[config.mk]
export PLATFORM = sky130hd
export DESIGN_NAME = pfe_ctrl
export DESIGN_NICKNAME = d
export VERILOG_FILES = /design/src/design/pfe_pkg.sv /design/src/design/pfe_ctrl.sv
export SDC_FILE = /design/constraint.sdc
export NUM_CORES = 1
export LEC_CHECK = 0
export BUFFER_PORTS_ARGS = -buffer_cell sky130_fd_sc_hd__buf_4
export CAP_MARGIN = 20
export CELL_PAD_IN_SITES_DETAIL_PLACEMENT = 1
export CELL_PAD_IN_SITES_GLOBAL_PLACEMENT = 2
export CORE_ASPECT_RATIO = 1.25
export CORE_MARGIN = 2
export CORE_UTILIZATION = 33
export CTS_BUF_LIST = sky130_fd_sc_hd__clkbuf_8 sky130_fd_sc_hd__clkbuf_16
export DETAILED_ROUTE_END_ITERATION = 8
export PLACE_DENSITY = 0.75
export SLEW_MARGIN = 15
export SYNTH_ARGS = -nofsm -noshare
export SYNTH_HDL_FRONTEND = slang
export SYNTH_SLANG_ARGS = --single-unit
export TNS_END_PERCENT = 5
[constraint.sdc]
create_clock -name clk -period 2.67 [get_ports clk]
set_input_delay 0 -clock clk [delete_from_list [all_inputs] [get_ports clk]]
set_output_delay 0 -clock clk [all_outputs]
set_load 0.03 [all_outputs]
[src/design/pfe_pkg.sv]
// Shared types, codes and the per-entry step function of the palette fade engine.
// Used by pfe_ctrl, pfe_datapath and palette_fade_engine; depends on nothing.
package pfe_pkg;

	localparam int ENTRIES_DEF    = 64;
	localparam int FADE_TICKS_DEF = 22;
	localparam int LEVEL_STEP_DEF = 32;

	localparam logic [7:0] WHITE_LEVEL = 8'd224;

	localparam int IN_DATA_W  = 40;
	localparam int IN_USER_W  = 2;
	localparam int OUT_DATA_W = 32;
	localparam int CFG_IDX_W  = 2;
	localparam int CFG_DATA_W = 6;

	typedef enum logic [1:0] {
		FUNC_WRITE,
		FUNC_READ,
		FUNC_START,
		FUNC_TICK
	} func_t;

	typedef enum logic [1:0] {
		KIND_FADE_IN,
		KIND_FADE_OUT,
		KIND_FLASH_IN,
		KIND_FLASH_OUT
	} kind_t;

	typedef enum logic [2:0] {
		MODE_NONE,
		MODE_FADE_IN,
		MODE_FADE_OUT,
		MODE_FLASH_IN,
		MODE_FLASH_OUT
	} mode_t;

	typedef enum logic [1:0] {
		BANK_WORK1,
		BANK_TARGET1,
		BANK_WORK2,
		BANK_TARGET2
	} bank_t;

	typedef enum logic [1:0] {
		CFG_FIRST_ENTRY,
		CFG_ENTRY_SPAN,
		CFG_PAIR_TWO
	} cfg_idx_t;

	typedef enum logic [1:0] {
		ST_IDLE,
		ST_SWEEP,
		ST_STEP,
		ST_RESULT
	} ctrl_state_t;

	typedef struct packed {
		logic [7:0] r;
		logic [7:0] g;
		logic [7:0] b;
	} rgb_t;

	// Commands from the controller to the datapath.
	typedef struct packed {
		logic take;
		logic step_rd;
		logic fill_wr;
		logic pass;
		logic out_load;
	} pfe_cmd_t;

	// Status from the datapath to the controller.
	typedef struct packed {
		mode_t      mode;
		logic [5:0] first_entry;
		logic [5:0] entry_span;
		logic       pair_en;
	} pfe_status_t;

	// Moves one channel of a working entry by one step, in the order of the mode.
	function automatic rgb_t step_rgb(input mode_t mode, input rgb_t d, input rgb_t t,
			input logic [7:0] stp);
		rgb_t n;
		n = d;
		case (mode)
			MODE_FADE_IN: begin
				if (t.b > d.b) n.b = d.b + stp;
				else if (t.g > d.g) n.g = d.g + stp;
				else if (t.r > d.r) n.r = d.r + stp;
			end
			MODE_FADE_OUT: begin
				if (d.r != 8'd0) n.r = d.r - stp;
				else if (d.g != 8'd0) n.g = d.g - stp;
				else if (d.b != 8'd0) n.b = d.b - stp;
			end
			MODE_FLASH_IN: begin
				if (t.b < d.b) n.b = d.b - stp;
				else if (t.g < d.g) n.g = d.g - stp;
				else if (t.r < d.r) n.r = d.r - stp;
			end
			MODE_FLASH_OUT: begin
				if (d.r != WHITE_LEVEL) n.r = d.r + stp;
				else if (d.g != WHITE_LEVEL) n.g = d.g + stp;
				else if (d.b != WHITE_LEVEL) n.b = d.b + stp;
			end
			default: begin
				n = d;
			end
		endcase
		return n;
	endfunction

endpackage

[src/design/pfe_ctrl.sv]
// Controller of the palette fade engine: item decode, sweep and step sequencing,
// entry range and output handshake. Depends on pfe_pkg.
module pfe_ctrl import pfe_pkg::*; #(
	parameter int ENTRIES = ENTRIES_DEF
) (
	input  logic                       clk,
	input  logic                       arst_n,
	input  logic                       s_tvalid,
	output logic                       s_tready,
	output logic                       m_tvalid,
	input  logic                       m_tready,
	input  func_t                      func,
	input  kind_t                      fade_kind,
	input  pfe_status_t                status,
	output pfe_cmd_t                   cmd,
	output logic [$clog2(ENTRIES)-1:0] ptr
);

	localparam int IW = $clog2(ENTRIES);
	localparam int CW = (IW + 1 > 7) ? IW + 1 : 7;
	localparam logic [CW-1:0] ENTRIES_W = CW'(ENTRIES);

	ctrl_state_t   state_q, state_n;
	logic [CW-1:0] ptr_q, ptr_n;
	logic [CW-1:0] lo_q, lo_n;
	logic [CW-1:0] hi_q, hi_n;
	logic          pass_q, pass_n;
	logic          pair_q, pair_n;
	logic          m_valid_q, m_valid_n;

	logic [CW-1:0] first_w;
	logic [CW-1:0] end_w;
	logic          fin_empty;
	logic [CW-1:0] fin_hi;
	logic [CW-1:0] ptr_inc;
	logic          out_free;
	logic          in_mode;

	assign first_w   = CW'(status.first_entry);
	assign end_w     = first_w + CW'(status.entry_span);
	assign fin_empty = first_w >= ENTRIES_W;
	assign fin_hi    = (end_w >= ENTRIES_W) ? ENTRIES_W : end_w + CW'(1);
	assign ptr_inc   = ptr_q + CW'(1);
	assign out_free  = !m_valid_q || m_tready;
	assign in_mode   = status.mode == MODE_FADE_IN || status.mode == MODE_FLASH_IN;

	assign s_tready = state_q == ST_IDLE;
	assign m_tvalid = m_valid_q;
	assign ptr      = ptr_q[IW-1:0];

	always_ff @(posedge clk or negedge arst_n) begin
		if (!arst_n) begin
			state_q   <= ST_IDLE;
			ptr_q     <= '0;
			lo_q      <= '0;
			hi_q      <= '0;
			pass_q    <= 1'b0;
			pair_q    <= 1'b0;
			m_valid_q <= 1'b0;
		end else begin
			state_q   <= state_n;
			ptr_q     <= ptr_n;
			lo_q      <= lo_n;
			hi_q      <= hi_n;
			pass_q    <= pass_n;
			pair_q    <= pair_n;
			m_valid_q <= m_valid_n;
		end
	end

	always_comb begin
		state_n = state_q;
		ptr_n   = ptr_q;
		lo_n    = lo_q;
		hi_n    = hi_q;
		pass_n  = pass_q;
		pair_n  = pair_q;
		cmd     = '0;
		cmd.pass = pass_q;
		case (state_q)
			ST_IDLE: begin
				if (s_tvalid) begin
					cmd.take = 1'b1;
					state_n  = ST_RESULT;
					case (func)
						FUNC_START: begin
							if (fade_kind == KIND_FADE_IN && !fin_empty) begin
								state_n = ST_SWEEP;
								ptr_n   = first_w;
								hi_n    = fin_hi;
							end else if (fade_kind == KIND_FLASH_IN) begin
								state_n = ST_SWEEP;
								ptr_n   = '0;
								hi_n    = ENTRIES_W;
							end
						end
						FUNC_TICK: begin
							pass_n = 1'b0;
							pair_n = !in_mode || status.pair_en;
							if (status.mode == MODE_FADE_IN) begin
								if (!fin_empty) begin
									state_n = ST_STEP;
									ptr_n   = first_w;
									lo_n    = first_w;
									hi_n    = fin_hi;
								end
							end else if (status.mode != MODE_NONE) begin
								state_n = ST_STEP;
								ptr_n   = '0;
								lo_n    = '0;
								hi_n    = ENTRIES_W;
							end
						end
						default: begin
						end
					endcase
				end
			end
			ST_SWEEP: begin
				cmd.fill_wr = 1'b1;
				ptr_n       = ptr_inc;
				if (ptr_inc == hi_q) state_n = ST_RESULT;
			end
			ST_STEP: begin
				cmd.step_rd = 1'b1;
				if (ptr_inc == hi_q) begin
					if (!pass_q && pair_q) begin
						pass_n = 1'b1;
						ptr_n  = lo_q;
					end else begin
						state_n = ST_RESULT;
					end
				end else begin
					ptr_n = ptr_inc;
				end
			end
			ST_RESULT: begin
				if (out_free) begin
					cmd.out_load = 1'b1;
					state_n      = ST_IDLE;
				end
			end
			default: begin
				state_n = ST_IDLE;
			end
		endcase
	end

	always_comb begin
		m_valid_n = m_valid_q;
		if (cmd.out_load) m_valid_n = 1'b1;
		else if (m_valid_q && m_tready) m_valid_n = 1'b0;
	end

	a_no_overwrite: assert property (@(posedge clk) disable iff (!arst_n)
		cmd.out_load |-> !(m_valid_q && !m_tready))
		else $error("Result loaded over a beat that was not taken.");

	a_ptr_in_range: assert property (@(posedge clk) disable iff (!arst_n)
		(state_q == ST_STEP || state_q == ST_SWEEP) |-> ptr_q < hi_q)
		else $error("Entry pointer ran past the end of the range.");

	a_item_leaves_idle: assert property (@(posedge clk) disable iff (!arst_n)
		(s_tvalid && s_tready) |=> state_q != ST_IDLE)
		else $error("Accepted beat produced no work.");

	a_sweep_mode: assert property (@(posedge clk) disable iff (!arst_n)
		state_q == ST_SWEEP |-> (status.mode == MODE_FADE_IN ||
			status.mode == MODE_FLASH_IN))
		else $error("Working bank fill outside an in-fade start.");

endmodule

==> metrics <==
result of the run finished clean; Overall Global Routing Usage 18.60%; count of yosys warnings during synthesis 0; buffers added on ports 36; final critical-path share of the clock period 92.46%; unrepaired setup endpoints after global routing false; wire length of the first global-routing pass slightly below 10 mm; Largest stage delay, worst path about 0.48 ns; DIE HEIGHT 91.41 um; max capacitance violation total 0; DR WL met2 2.930 mm; pre-CTS WS ~0.16 ns; launching element type of the critical path flop; number of clock sinks seen by CTS 25; standard-cell rows 31; CTS tree yes; Highest Clock Rate between 400 and 500 MHz; Highest Signal Layer met4; number of cells traversed by the worst hold path 3; async set-or-reset flop fraction in the synthesized netlist between 90% and 100%; final-report setup violation count 0; data arrival time of the critical path between 2 and 3 ns; total negative slack 0 ns; clock latency on the worst-skew pair 0.29 ns; netlist area before placement roughly 2000 um2; area of the die approximately 6800 um2; Crit Path Category flop to flop; maximum vdd drop 0.0003186 V; Max transition margin 67.76%; fraction of final layout cells with drive strength greater than 1 between 20% and 30%; detailed-route DRC error count 0; start of the worst register-to-register path ptr_q[0]; largest net degree at the start of global routing 26; final-report hold violation count 0; R2R Setup Slk just over 0.2 ns; most frequent cells in the layout 47 x buf_4, 33 x nand2_1, 23 x dfrtp_1; leading register cell type out of synthesis dfrtp_1; cells along the critical path ha_2 -> nand2b_1 -> a21o_1 -> a31oi_1 -> and4b_4 -> o31a_1 -> or4_1 -> nand4b_1; post-CTS setup buffers 0; Final min period around 2.5 ns; number of enable-type register cells in the synthesized netlist 0; vias in the first global route roughly 2.0k; measured slew at the worst slew-check pin roughly 0.48 ns; 1st-iter DRT viols roughly 70; core area 5857 um2; Antenna Violating Nets Remaining 0; Setup Skew 0.01192 ns; slack of the critical path ~0.2 ns; Worst Hold End lo_q[4]; Final Power 2.384 mW; number of inserted filler cells in the final layout a little over 700; clock transition at the register clock pins on the worst setup and hold paths after CTS 0.10 ns; final weighted congestion of routability-driven global placement roughly 0.77; number of cells on the worst reg-to-reg path 8; signed area change from the synthesized netlist to the final layout 22.58%; source of the critical timing path ptr_q[0]; Num CTS Buffers 3; leakage power figure between 1 and 1.5 nW; required time at the worst-slack endpoint just under 3 ns; effective utilization at floorplan between 30% and 40%; Die Width 73.93 um; area post-placement ~2400 um2; per-cell via count in the routed design about 5.2; routed wl met3 126 um; worst flop-to-flop path endpoint ptr_q[3]; GR Overflow Total 0; total power density per cell area about 960 nW/um2; number of iterations in the first detailed-routing pass 4; Top Ports 37; min-delay worst type input pin to flop; Clock Path Buffers 2; post-synthesis register bit count 25; antenna violations before repair 0; via total after detailed routing about 1.9k; Seq/Total Area, Yosys between 30% and 40%; Slowest-stage cell, CP or4_1; number of distinct library cells after synthesis 54; synthesized netlist net count about 270; total routed wire length on the met1 layer ~2.7 mm; final instance area between 2000 and 2500 um2; Cells after Synth approximately 240; Crit Path Max Fanout 9; maximum level of the CTS H-tree 1; startpoint of the tightest hold check path status[11]; wire length reported by the detailed router roughly 5.8 mm; pins over their slew limit 0; Mean Syn Cell Area between 8 and 9 um2; Post-layout nets 313; commonest non-fill, non-tap cell in the layout buf_4; diode insertion count for antenna repair 0; post-DR wirelength/cell roughly 16 um; endpoint kind of the worst setup timing path flop; cell chosen for the clock root clkbuf_8; post-detail-place hpwl about 4.7 mm
[timing repair]
item	in CTS	in global routing
gates resized for setup	0	3
setup endpoints to repair	0	5
hold buffers	5	0
endpoints found under the hold margin	29	0
[area by class of cell]
cell class	instances	area (um2)	area share [%]
Multi-Input combinational cell	177	1226	49.60
Sequential cell	25	628.1	25.40
Timing Repair Buffer	52	402.9	16.30
Tap cell	82	102.6	4.150
Inverter	17	63.81	2.581
Clock buffer	3	41.29	1.670
Clock inverter	1	7.507	0.3036
[where the power goes]
| group | leakage [nW] | switching, mW | internal, mW |
|---|---|---|---|
| Sequential | 0.326 | 0.124 | 0.505 |
| Combinational | 0.758 | 0.866 | 0.643 |
| Clock | 0.0217 | 0.139 | 0.106 |
[synth_stat cells (all sizes together) (5+ instances only)]
library cell  instances  area share, %
a21oi                18            4.5
a22o                  7            3.0
buf                  12            4.4
dfrtp                25             31
ha                   12            7.4
inv                  17            3.2
nand2                33            6.1
nand2b                5            1.6
nand3                 5            1.5
nor2                  9            1.7
o21ai                14            3.7
xnor2                 8            3.5
xor2                  7            3.0
[worst max path at each step]
| stage | to | slack (ns) | cells after the start |
|---|---|---|---|
| 2_1_floorplan | hi_q[0] | 0.13 | 7 |
| 3_3_place_gp | ptr_q[3] | 0.17 | 8 |
| 3_5_place_dp | ptr_q[4] | 0.16 | 7 |
| 4_1_cts | ptr_q[3] | 0.14 | 8 |
| 5_1_grt | ptr_q[4] | 0.03 | 8 |
| 6_report | ptr_q[3] | 0.20 | 8 |
[worst max-delay path, delay by kind of cell, from the launching register on]
family | cells | cell delay, ns
flops | 1 | 0.47
simple gates | 4 | 1.00
fa+ha+maj | 1 | 0.23
compound gates | 3 | 0.71
[routing by layer]
layer	vias to the layer above	global-route usage [%]
met1	907	24.85
met2	34	31.47
met3	5	1.665
met5	-	0
met4	0	5.000
li1	916	-
[registers in the layout, indices dropped and copies added, names as in the netlist]
| signal | count |
|---|---|
| state_q | 2 |
| pair_q | 1 |
| m_tvalid | 1 |
| lo_q | 6 |
| pass_q | 1 |
| ptr_q | 7 |
| hi_q | 7 |
[stage by stage]
stage          hold slack [ns]  instances  utilization, %
2_1_floorplan          -0.2956        235               -
4_1_cts               0.008710        357           42.13
6_report              0.007445        357           42.21
5_1_grt                0.03064        357           42.21
3_5_place_dp          -0.06783        348           40.44
3_3_place_gp          -0.06602        348           40.44
[logic make-up after synthesis]
family,Yosys count,synth area share [%]
XOR/XNOR,15,6.514
adder cells (fa/ha/maj),13,8.437
multiplexers,5,3.040
flip-flops,25,31.02
AND/OR/NAND/NOR,82,21.84
buffers and inverters,33,8.312
AO/OA/AOI/OAI,62,20.84
No activity file was read; power rests on OpenSTA's default activity.
